## config.mk

```make
export PLATFORM = sky130hd
export DESIGN_NAME = fbe_seq
export DESIGN_NICKNAME = d
export VERILOG_FILES = /design/src/rtl/fbe_pkg.sv /design/src/rtl/fbe_seq.sv
export SDC_FILE = /design/constraint.sdc
export NUM_CORES = 1
export LEC_CHECK = 0
export BUFFER_PORTS_ARGS = -buffer_cell sky130_fd_sc_hd__buf_2
export CORE_MARGIN = 2
export CORE_UTILIZATION = 53
export CTS_CLUSTER_DIAMETER = 200
export DETAILED_ROUTE_END_ITERATION = 7
export GPL_TIMING_DRIVEN = 1
export MAX_ROUTING_LAYER = met4
export PLACE_DENSITY = 0.74
export SLEW_MARGIN = 10
export SYNTH_ARGS = -nofsm -noshare
export SYNTH_HDL_FRONTEND = slang
export SYNTH_SLANG_ARGS = --single-unit
export TNS_END_PERCENT = 5
```

## constraint.sdc

```tcl
create_clock -name clk_i -period 6.3 [get_ports clk_i]
set_input_delay 0.945 -clock clk_i [delete_from_list [all_inputs] [get_ports clk_i]]
set_output_delay 0.945 -clock clk_i [all_outputs]
set_load 0.02 [all_outputs]
```

## src/rtl/fbe_pkg.sv

```systemverilog
// ----------------------------------------------------------------------------
// fbe_pkg
// Shared types, sizes and helper functions of the RGB565 frame store.
// ----------------------------------------------------------------------------
package fbe_pkg;

  // Panel geometry
  localparam int PANEL_WIDTH  = 480;
  localparam int PANEL_HEIGHT = 320;
  localparam int PIXELS       = PANEL_WIDTH * PANEL_HEIGHT;

  // Field widths fixed by the interface
  localparam int COORD_W = 10;
  localparam int COLOR_W = 16;
  localparam int CH_W    = 8;
  localparam int POS_W   = 9;
  localparam int CMP_W   = COORD_W + 1;

  // Internal widths that follow from the geometry
  localparam int ADDR_W = (PIXELS > 1) ? $clog2(PIXELS) : 1;
  localparam int COL_W  = (PANEL_WIDTH > 1) ? $clog2(PANEL_WIDTH) : 1;
  localparam int ROW_W  = (PANEL_HEIGHT > 1) ? $clog2(PANEL_HEIGHT) : 1;

  // Reciprocal constants for the color expansion
  // floor(n / 31) == (n * 265) >> 13 for n <= 217, folded with 7x: 7 * 265
  localparam int RECIP_R5 = 1855;
  // floor(x / 21) == (x * 49) >> 10 for x <= 63
  localparam int RECIP_G6 = 49;

  typedef enum logic [1:0] {
    OP_WRITE = 2'd0,
    OP_READ  = 2'd1,
    OP_FILL  = 2'd2,
    OP_SCAN  = 2'd3
  } op_e;

  typedef struct packed {
    op_e                  opcode;
    logic [COORD_W-1:0]   x_start;
    logic [COORD_W-1:0]   y_start;
    logic [COORD_W-1:0]   x_end;
    logic [COORD_W-1:0]   y_end;
    logic [COLOR_W-1:0]   write_color;
  } cmd_t;

  typedef struct packed {
    logic                 status;
    logic [COLOR_W-1:0]   read_color;
    logic [CH_W-1:0]      red;
    logic [CH_W-1:0]      green;
    logic [CH_W-1:0]      blue;
    logic [POS_W-1:0]     scan_column;
    logic [POS_W-1:0]     scan_row;
    logic                 frame_end;
  } res_t;

  typedef struct packed {
    logic                 we;
    logic [ADDR_W-1:0]    addr;
    logic [COLOR_W-1:0]   wdata;
  } ram_req_t;

  function automatic logic on_panel(logic [COORD_W-1:0] x, logic [COORD_W-1:0] y);
    return ({1'b0, x} < CMP_W'(PANEL_WIDTH)) && ({1'b0, y} < CMP_W'(PANEL_HEIGHT));
  endfunction

  function automatic logic [ADDR_W-1:0] pixel_addr(logic [COL_W-1:0] col,
                                                   logic [ROW_W-1:0] row);
    return ADDR_W'(row) * ADDR_W'(PANEL_WIDTH) + ADDR_W'(col);
  endfunction

  // v * 255 / 31 == 8v + floor(7v / 31)
  function automatic logic [CH_W-1:0] expand5(logic [4:0] v);
    logic [16:0] p;
    p = 17'(v) * 17'(RECIP_R5);
    return {v, 3'b000} + CH_W'(p[16:13]);
  endfunction

  // v * 255 / 63 == 4v + floor(v / 21)
  function automatic logic [CH_W-1:0] expand6(logic [5:0] v);
    logic [11:0] p;
    p = 12'(v) * 12'(RECIP_G6);
    return {v, 2'b00} + CH_W'(p[11:10]);
  endfunction

endpackage

```

## src/rtl/fbe_seq.sv

```systemverilog
// ----------------------------------------------------------------------------
// fbe_seq
// Command sequencer: clearing pass, pixel access, rectangle walk and scan.
// ----------------------------------------------------------------------------
module fbe_seq (
  input  logic              clk_i,
  input  logic              rst_ni,
  input  logic              cmd_valid_i,
  input  fbe_pkg::cmd_t     cmd_i,
  output logic              cmd_stall_o,
  output logic              res_valid_o,
  output fbe_pkg::res_t     res_o,
  input  logic              res_take_i,
  output fbe_pkg::ram_req_t ram_req_o,
  input  logic [fbe_pkg::COLOR_W-1:0] ram_rdata_i
);
  import fbe_pkg::*;

  typedef enum logic [2:0] {
    ST_CLEAR,
    ST_IDLE,
    ST_ISSUE,
    ST_FILL,
    ST_READ,
    ST_PUSH
  } state_e;

  state_e            state_q, state_d;
  cmd_t              cmd_q, cmd_d;
  res_t              res_q, res_d;
  logic [ADDR_W-1:0] clr_addr_q, clr_addr_d;
  logic [COL_W-1:0]  cur_col_q, cur_col_d;
  logic [ROW_W-1:0]  cur_row_q, cur_row_d;
  logic [COL_W-1:0]  scan_col_q, scan_col_d;
  logic [ROW_W-1:0]  scan_row_q, scan_row_d;

  always_comb begin
    logic [COL_W-1:0] col;
    logic [ROW_W-1:0] row;
    state_d    = state_q;
    cmd_d      = cmd_q;
    res_d      = res_q;
    clr_addr_d = clr_addr_q;
    cur_col_d  = cur_col_q;
    cur_row_d  = cur_row_q;
    scan_col_d = scan_col_q;
    scan_row_d = scan_row_q;
    ram_req_o  = '0;
    col        = '0;
    row        = '0;

    unique case (state_q)
      ST_CLEAR: begin
        ram_req_o.we   = 1'b1;
        ram_req_o.addr = clr_addr_q;
        clr_addr_d     = clr_addr_q + 1'b1;
        if (clr_addr_q == ADDR_W'(PIXELS - 1)) begin
          state_d = ST_IDLE;
        end
      end
      ST_IDLE: begin
        if (cmd_valid_i) begin
          cmd_d   = cmd_i;
          state_d = ST_ISSUE;
        end
      end
      ST_ISSUE: begin
        res_d = '0;
        unique case (cmd_q.opcode)
          OP_WRITE: begin
            if (on_panel(cmd_q.x_start, cmd_q.y_start)) begin
              ram_req_o.we    = 1'b1;
              ram_req_o.addr  = pixel_addr(COL_W'(cmd_q.x_start), ROW_W'(cmd_q.y_start));
              ram_req_o.wdata = cmd_q.write_color;
            end else begin
              res_d.status = 1'b1;
            end
            state_d = ST_PUSH;
          end
          OP_READ: begin
            if (on_panel(cmd_q.x_start, cmd_q.y_start)) begin
              ram_req_o.addr = pixel_addr(COL_W'(cmd_q.x_start), ROW_W'(cmd_q.y_start));
              state_d        = ST_READ;
            end else begin
              res_d.status = 1'b1;
              state_d      = ST_PUSH;
            end
          end
          OP_FILL: begin
            if (!on_panel(cmd_q.x_start, cmd_q.y_start) ||
                !on_panel(cmd_q.x_end, cmd_q.y_end)) begin
              res_d.status = 1'b1;
              state_d      = ST_PUSH;
            end else if ((cmd_q.x_start > cmd_q.x_end) ||
                         (cmd_q.y_start > cmd_q.y_end)) begin
              state_d = ST_PUSH;
            end else begin
              cur_col_d = COL_W'(cmd_q.x_start);
              cur_row_d = ROW_W'(cmd_q.y_start);
              state_d   = ST_FILL;
            end
          end
          OP_SCAN: begin
            // Restart at the origin if the position ever left the panel
            if (({1'b0, scan_col_q} < (COL_W + 1)'(PANEL_WIDTH)) &&
                ({1'b0, scan_row_q} < (ROW_W + 1)'(PANEL_HEIGHT))) begin
              col = scan_col_q;
              row = scan_row_q;
            end
            ram_req_o.addr    = pixel_addr(col, row);
            res_d.scan_column = POS_W'(col);
            res_d.scan_row    = POS_W'(row);
            res_d.frame_end   = (col == COL_W'(PANEL_WIDTH - 1)) &&
                                (row == ROW_W'(PANEL_HEIGHT - 1));
            if (col != COL_W'(PANEL_WIDTH - 1)) begin
              scan_col_d = col + 1'b1;
              scan_row_d = row;
            end else if (row != ROW_W'(PANEL_HEIGHT - 1)) begin
              scan_col_d = '0;
              scan_row_d = row + 1'b1;
            end else begin
              scan_col_d = '0;
              scan_row_d = '0;
            end
            state_d = ST_READ;
          end
          default: state_d = ST_PUSH;
        endcase
      end
      ST_FILL: begin
        ram_req_o.we    = 1'b1;
        ram_req_o.addr  = pixel_addr(cur_col_q, cur_row_q);
        ram_req_o.wdata = cmd_q.write_color;
        if (cur_col_q == COL_W'(cmd_q.x_end)) begin
          if (cur_row_q == ROW_W'(cmd_q.y_end)) begin
            state_d = ST_PUSH;
          end else begin
            cur_col_d = COL_W'(cmd_q.x_start);
            cur_row_d = cur_row_q + 1'b1;
          end
        end else begin
          cur_col_d = cur_col_q + 1'b1;
        end
      end
      ST_READ: begin
        res_d.read_color = ram_rdata_i;
        if (cmd_q.opcode == OP_SCAN) begin
          res_d.red   = expand5(ram_rdata_i[15:11]);
          res_d.green = expand6(ram_rdata_i[10:5]);
          res_d.blue  = expand5(ram_rdata_i[4:0]);
        end
        state_d = ST_PUSH;
      end
      ST_PUSH: begin
        if (res_take_i) begin
          state_d = ST_IDLE;
        end
      end
      default: state_d = ST_IDLE;
    endcase
  end

  always_ff @(posedge clk_i or negedge rst_ni) begin
    if (!rst_ni) begin
      state_q    <= ST_CLEAR;
      clr_addr_q <= '0;
      scan_col_q <= '0;
      scan_row_q <= '0;
      cur_col_q  <= '0;
      cur_row_q  <= '0;
      cmd_q      <= '0;
      res_q      <= '0;
    end else begin
      state_q    <= state_d;
      clr_addr_q <= clr_addr_d;
      scan_col_q <= scan_col_d;
      scan_row_q <= scan_row_d;
      cur_col_q  <= cur_col_d;
      cur_row_q  <= cur_row_d;
      cmd_q      <= cmd_d;
      res_q      <= res_d;
    end
  end

  assign cmd_stall_o = (state_q != ST_IDLE);
  assign res_valid_o = (state_q == ST_PUSH);
  assign res_o       = res_q;

endmodule

```

# Word level (Yosys, flattened, before mapping)

Cells that the tools add are included.

Add/sub/neg operators: 11
Multiply operators: 6
Order comparisons: 8
Eq/ne operators: 27
Multiplexer cells: 44
Reduce and logical (&&, ||, !) cells: 19

Operators with widths:

| cell                  | count |
|---|---|
| $mux 9                | 19 |
| $pmux 40 s2           | 1 |
| $pmux 19 s3           | 1 |
| $add 18x9->18         | 3 |
| $pmux 18 s3           | 1 |
| $lt 10x9->1 const B   | 4 |
| $mul 9x4->13 const B  | 3 |
| $add 9x1->9 const B   | 4 |
| $pmux 9 s2            | 2 |
| $mux 35               | 1 |
| $mul 5x11->16 const B | 2 |
| $pmux 16 s2           | 1 |
| $mux 24               | 1 |
| $mux 3                | 7 |
| $gt 10x10->1          | 2 |
| $mux 19               | 1 |
| $add 18x1->18 const B | 1 |
| $eq 18x18->1 const B  | 1 |
| $eq 9x9->1            | 2 |
| $eq 9x9->1 const B    | 2 |
| $lt 9x9->1 const B    | 2 |
| $mux 18               | 1 |
| $ne 9x9->1 const B    | 2 |
| $pmux 3 s6            | 1 |
| 26 further kinds      | 50 |

Flip-flop bits (word level): 175
Input bits: 78
Word-level logic and storage cells: 135

# Longest topological paths before layout

Gate-level depths: netlist of run 1.

Word-level depth: 9
Depth in mapped cells: 18

# Worst setup path after synthesis of run 1

Ideal clock, no wire load.

Path kind: register to output
Start point: register scan_row_q[6]
End point: output port ram_req_o[32] in the netlist's numbering
Arrival time: 4.312 ns
Data required time: 5.355 ns
Path slack: 1.043 ns
Cell stages (with the launch flop): 18
Path buffers: 2
Cells stage by stage: dfrtp_1 > buf_2 > o21a_1 > a21oi_2 > clkbuf_1 > and2_1 > ha_1 > ha_1 > xnor2_1 > fa_1 > a21o_1 > a211o_1 > a21oi_2 > xnor2_1 > and4bb_1 > nand3_1 > xor2_1 > o2111ai_1

RTL lines:

| element                  | RTL line       | RTL |
|---|---|---|
| start: declaration       | fbe_seq.sv:35  | `logic [ROW_W-1:0] scan_row_q, scan_row_d;` |
| start signal: assignment | fbe_seq.sv:177 | `scan_row_q <= scan_row_d;` |
| end: declaration         | fbe_seq.sv:14  | `output fbe_pkg::ram_req_t ram_req_o,` |

==> summary.txt, run 1 <==
STA
  – Fmax: 176 MHz
  – Unrepaired setup endpoints after global routing: false
  – Final min period: 5700 ps
  – Final period util: 90.4%
  – Slew margin rel.: 22.4%
  – Final Hold Viols: 0
  – Max-slew violations: 0
  – Setup-failing EPs final: 0
  – Worst-margin pin slew: 1160 ps
  – Setup TNS: 0 ps
  – Fin Clk Skew: 12.7 ps

Synthesis
  – Synth area leader: dfrtp_1
  – Post-synth top flop: dfrtp_1
  – Mean Syn Cell Area: 9.51 um^2
  – Netlist cell types: 86
  – Synth Net Count: 1,809
  – Post-synthesis cell count: 1,502
  – Synth async-reset ratio: 100%
  – Commonest cells post-synth: dfrtp_1 (175), ha_1 (168), nand2_1 (168)
  – Synth Register Bits: 175
  – Synth top area cells: dfrtp_1 (31%), ha_1 (15%), fa_1 (8.5%)
  – Synth Warn #: 0
  – Share of the synthesized area in the top cell type: 30.6%
  – Count leader, synth: dfrtp_1
  – Register area share after synthesis: 30.6%
  – Post-synth design cell area: 14,300 um^2
  – Post-synth EDFFs: 0

Critical path
  – Crit-path max cell delay: 490 ps
  – Most used cell, CP: inv_1
  – Critical path peak fanout: 23
  – Worst setup EP type: output pin
  – R2r setup slk: 2680 ps
  – Worst EP required: 5350 ps
  – WP data arrival: 4750 ps
  – Reg2reg end: scan_row_q[8]$_DFFE_PN0P_
  – Reg2reg path depth: 14
  – Worst Setup Path Type: reg -> out
  – Slowest CP cell: fa_1
  – Crit path max-delay family: compound AO/OA/AOI/OAI gates
  – Cell Chain, Critical Path: o21a_1 > a21oi_2 > buf_4 > nand2_1 > inv_1 > ha_1 > inv_1 > fa_1 > inv_1 > ha_1 > nor3_1 > nor2_1 > a2111o_1 > nand4_1 > nand4_1 > xnor2_1 > o221ai_1 > buf_2
  – Crit path buf inv count: 5
  – Critical Path Source Type: flop
  – Worst r2r src: scan_row_q[6]$_DFFE_PN0P_

Clock tree
  – Total CTS buffers: 17
  – CTS tree: done
  – Max clock buf depth: 2
  – Clock-pin slew on the worst setup and hold paths: 70 ps
  – H-Tree Level Count: 4
  – CTS Root Cell: clkbuf_16
  – Worst skew pair latency: 430 ps
  – CTS Hold Buffers Added: 0
  – Post-CTS setup buffer count: 0
  – Sink Count: 175
  – CTS-repair resized insts: 0

Detailed routing
  – Total wire length: 34,600 um
  – Via count: 11,500
  – Routed Antenna Nets: 0
  – Initial DRC Count: 853
  – WL per Instance: 17.2 um
  – Vias per std cell: 5.74
  – DR DRC count: 0
  – Drt pass-1 iters: 5

Global route
  – Total track usage: 26.0%
  – Number of global-route vias before repair: 11,600
  – GR Overflow Total: 0
  – First-pass GRT wire length: 58,100 um
  – Largest net degree at the start of global routing: 70
  – Initial antenna violation count: 2

Worst hold path
  – Hold path depth: 2
  – Hold EP: res_o[1]$_DFFE_PN0P_
  – Worst hold path class: reg -> reg
  – Hold_sp: res_o[1]$_DFFE_PN0P_

Die
  – Die Height: 168 um
  – Initial core utilization: 53.5%
  – CORE AREA: 26,700 um^2
  – Rows: 60
  – Die W: 168 um
  – Die area: 28,300 um^2
  – IO Count: 175

Layout
  – # nets final: 1,959
  – Layout cell share with drive strength beyond 1: 17.4%
  – Area Overhead vs Synth: 12.6%
  – Filler Cell Count: 2,333

Placement
  – Port-buffer cells: 174
  – Routability Congestion: 0.913
  – DP Wirelength: 26,600 um

Outcome
  – Status: completed

Run
  – Max Cap Violations: 0
==> cell usage in the layout, fill, tap and decap left out, types with 6 or more instances in the layout <==
cell type,instances
dfrtp_1,175
buf_2,173
ha_1,168
nand2_1,167
inv_1,126
o21ai_0,107
fa_1,61
xnor2_1,56
nand3_1,53
nor2_1,50
xor2_1,47
a21oi_1,41
mux2_2,36
and2_1,27
nor3_1,27
nand4_1,27
a21o_1,21
a22o_1,21
and3_1,17
clkbuf_16,17
nand2b_1,14
a211oi_1,12
o21ai_1,11
nor2b_1,11
a22oi_1,11
a2bb2oi_1,11
o22ai_1,10
buf_4,10
o211ai_1,9
o21a_1,8
nor4_1,8
a222oi_1,7
o31ai_1,6
==> through the flow <==
stage / worst slack (ps) / utilization [%] / hold WS, ps / area (um^2) / cells
after floorplan: 1040 / - / 454 / 14300 / 1502
after global placement: 1200 / 57.9 / 459 / 15500 / 1974
after detailed placement: 1070 / 57.9 / 467 / 15500 / 1974
after CTS: 592 / 60.2 / 483 / 16100 / 2006
after global routing: 258 / 60.2 / 503 / 16100 / 2008
final: 602 / 60.2 / 479 / 16100 / 2008
==> kinds of logic (layout without fill, tap and decap cells) <==
group | Yosys count | after routing | share of synthesized area, %
and+or+nand+nor | 442 | 442 | 15.6
AOI/OAI and AO/OA | 322 | 322 | 15.2
adders and majority gates | 233 | 233 | 23.5
buffers and inverters | 180 | 343 | 4.82
DFF | 175 | 175 | 30.6
xor gates and xnor gates | 108 | 108 | 6.93
muxes | 42 | 42 | 3.30
other | 0 | 2 | 0
==> layout make-up <==
type / instances / area (um^2) / area share (%)
multi-input combinational: 1147 / 9240 / 57.4
sequential: 175 / 4380 / 27.2
timing repair buffer: 184 / 952 / 5.92
inverter: 127 / 477 / 2.96
clock buffer: 21 / 460 / 2.86
tap: 341 / 427 / 2.65
clock inverter: 11 / 155 / 0.964
antenna: 2 / 5.00 / 0.0311
==> state kept, by name, indices dropped and copies added (netlist names) <==
register	flops
res_o	60
state_q	3
cur_row_q	9
scan_row_q	9
cmd_q	58
scan_col_q	9
cur_col_q	9
clr_addr_q	18
==> worst min-delay path, stage by stage (launching register included) <==
cell and delay, ps:
dfrtp_1 340, nand2_1 40, o21ai_0 60
==> how the worst max path moves through the flow <==
stage / startpoint / to / slack [ps] / cells past startpoint
after floorplan: scan_row_q[6]$_DFFE_PN0P_ / ram_req_o[32] / 1040 / 17
after global placement: scan_row_q[6]$_DFFE_PN0P_ / ram_req_o[33] / 1200 / 18
after detailed placement: scan_row_q[6]$_DFFE_PN0P_ / ram_req_o[33] / 1070 / 18
after CTS: scan_row_q[6]$_DFFE_PN0P_ / ram_req_o[33] / 590 / 18
after global routing: scan_row_q[6]$_DFFE_PN0P_ / ram_req_o[33] / 260 / 18
final: scan_row_q[6]$_DFFE_PN0P_ / ram_req_o[33] / 600 / 18
==> per-layer routing <==
layer  global-route usage (%)  share of wire, %
met5                        -                 0
met4                     7.46               2.2
met3                     5.08               6.0
met2                     42.0                47
met1                     33.6                44
Power of run 1 is left out: the tool's default activity adds up to more than one toggle a clock period on the data nets, which glitch-free logic cannot reach.
==> run 2, diff against run 1 <==
--- a/config.mk
+++ b/config.mk
@@ -7,12 +7,11 @@
 export LEC_CHECK = 0
 export BUFFER_PORTS_ARGS = -buffer_cell sky130_fd_sc_hd__buf_2
 export CORE_MARGIN = 2
-export CORE_UTILIZATION = 53
+export CORE_UTILIZATION = 40
 export CTS_CLUSTER_DIAMETER = 200
 export DETAILED_ROUTE_END_ITERATION = 7
 export GPL_TIMING_DRIVEN = 1
 export MAX_ROUTING_LAYER = met4
-export PLACE_DENSITY = 0.74
 export SLEW_MARGIN = 10
 export SYNTH_ARGS = -nofsm -noshare
 export SYNTH_HDL_FRONTEND = slang
==> summary.txt, run 2 (synthesis gave the netlist of run 1 again) <==
Outcome
  – Status: completed

Clock tree
  – Clock-pin slew on the worst setup and hold paths: 70 ps
  – CTS tree: done
  – Sink Count: 175
  – Worst skew pair latency: 440 ps
  – CTS Root Cell: clkbuf_16
  – H-Tree Level Count: 4
  – CTS-repair resized insts: 0
  – Total CTS buffers: 17
  – CTS Hold Buffers Added: 0
  – Max clock buf depth: 2
  – Post-CTS setup buffer count: 0

STA
  – Setup-failing EPs final: 0
  – Final period util: 89.6%
  – Fin Clk Skew: 10.4 ps
  – Worst-margin pin slew: 1230 ps
  – Fmax: 177 MHz
  – Final min period: 5650 ps
  – Slew margin rel.: 17.2%
  – Unrepaired setup endpoints after global routing: false
  – Max-slew violations: 0
  – Setup TNS: 0 ps
  – Final Hold Viols: 0

Layout
  – Commonest non-fill, non-tap cells in the layout: dfrtp_1 (175), buf_2 (173), ha_1 (168)
  – # nets final: 1,962
  – Commonest non-fill, non-tap cell in the layout: dfrtp_1
  – Layout cell share with drive strength beyond 1: 17.7%
  – FF+latch area: 4380 um^2
  – Area Overhead vs Synth: 13.4%
  – Combined area of the multi-input logic cells: 9240 um^2
  – Max reg flops: 60
  – Filler Cell Count: 3,483

Critical path
  – Worst r2r src: scan_row_q[6]$_DFFE_PN0P_
  – Worst setup EP type: output pin
  – Crit-path max cell delay: 500 ps
  – Most used cell, CP: inv_1
  – Critical Path Source Type: flop
  – Slowest CP cell: fa_1
  – Worst EP required: 5350 ps
  – WP data arrival: 4700 ps
  – Critical path peak fanout: 24
  – Cell Chain, Critical Path: o21a_1 > a21oi_2 > buf_4 > nand2_1 > inv_1 > ha_1 > inv_1 > fa_1 > inv_1 > ha_1 > nor3_1 > nor2_1 > a2111o_1 > nand4_1 > nand4_1 > xnor2_1 > o221ai_1 > buf_2
  – Worst Setup Path Type: reg -> out
  – CP Launch Point: scan_row_q[6]$_DFFE_PN0P_

Global route
  – Number of global-route vias before repair: 11,500
  – Total track usage: 21.2%
  – GR Overflow Total: 0
  – First-pass GRT wire length: 60,700 um
  – Largest net degree at the start of global routing: 88
  – Initial antenna violation count: 1

Detailed routing
  – WL per Instance: 17.3 um
  – Via count: 11,500
  – Initial DRC Count: 638
  – Routed Antenna Nets: 0
  – Drt pass-1 iters: 7
  – Total wire length: 36,800 um
  – DR DRC count: 0
  – Vias per std cell: 5.39

Placement
  – DP Wirelength: 28,500 um
  – Port-buffer cells: 174
  – Routability Congestion: 0.870

Worst hold path
  – Worst hold path class: reg -> reg
  – Hold_sp: res_o[1]$_DFFE_PN0P_

Die
  – Die Height: 193 um
  – Rows: 69
  – Initial core utilization: 40.4%
  – Die area: 37,300 um^2
  – Die W: 193 um
  – IO Count: 175
  – CORE AREA: 35,400 um^2

Run
  – Max Cap Violations: 0
-- run 2: final cells by class --
| class | instances | share of cell area, % |
|---|---|---|
| Antenna cell | 1 | 0.0154 |
| Clock buffer | 18 | 2.71 |
| Clock inverter | 14 | 0.741 |
| Inverter | 127 | 2.94 |
| Multi-Input combinational cell | 1147 | 57.0 |
| Sequential cell | 175 | 27.0 |
| Tap cell | 461 | 3.56 |
| Timing Repair Buffer | 187 | 6.01 |
-- run 2: per-stage QoR --
step,instances,hold slack (ps),util [%],area [um^2],setup slack [ps]
floorplan,1502,454,-,14300,1040
global placement,2097,467,44.2,15600,1140
detailed placement,2097,474,44.2,15600,1100
CTS,2129,491,45.8,16200,605
global route,2130,507,45.8,16200,273
finish,2130,484,45.8,16200,653
-- run 2: layer usage --
layer / track usage (%) / vias up / share of wire [%]
met5: - / - / 0
met4: 5.27 / 0 / 1.6
met3: 3.08 / 41 / 4.5
met2: 33.2 / 245 / 46
met1: 29.0 / 5607 / 48
li1: - / 5580 / -
-- run 2: critical path, delay by kind of cell, from the launching register on --
family | cells | cell delay (ps)
flip-flops | 1 | 460
buffers and inverters | 5 | 750
AO/OA/AOI/OAI | 4 | 1090
XOR/XNOR | 1 | 160
adder cells (fa/ha/maj) | 3 | 990
AND/OR/NAND/NOR | 5 | 800
-- run 2: final timing paths --
| path | endpoint | slack [ps] | cells past startpoint |
|---|---|---|---|
| worst max-delay path | ram_req_o[33] | 650 | 18 |
| worst min-delay path | res_o[1]$_DFFE_PN0P_ | 480 | 2 |
| worst max register to register | scan_row_q[8]$_DFFE_PN0P_ | 2780 | 14 |
| worst min register to register | res_o[1]$_DFFE_PN0P_ | 480 | 2 |
| max in group asynchronous | res_o[39]$_DFFE_PN0P_ | 4540 | 2 |
| min in group asynchronous | cmd_q[9]$_DFFE_PN0P_ | 570 | 1 |
Power of run 2 is left out for the same reason.
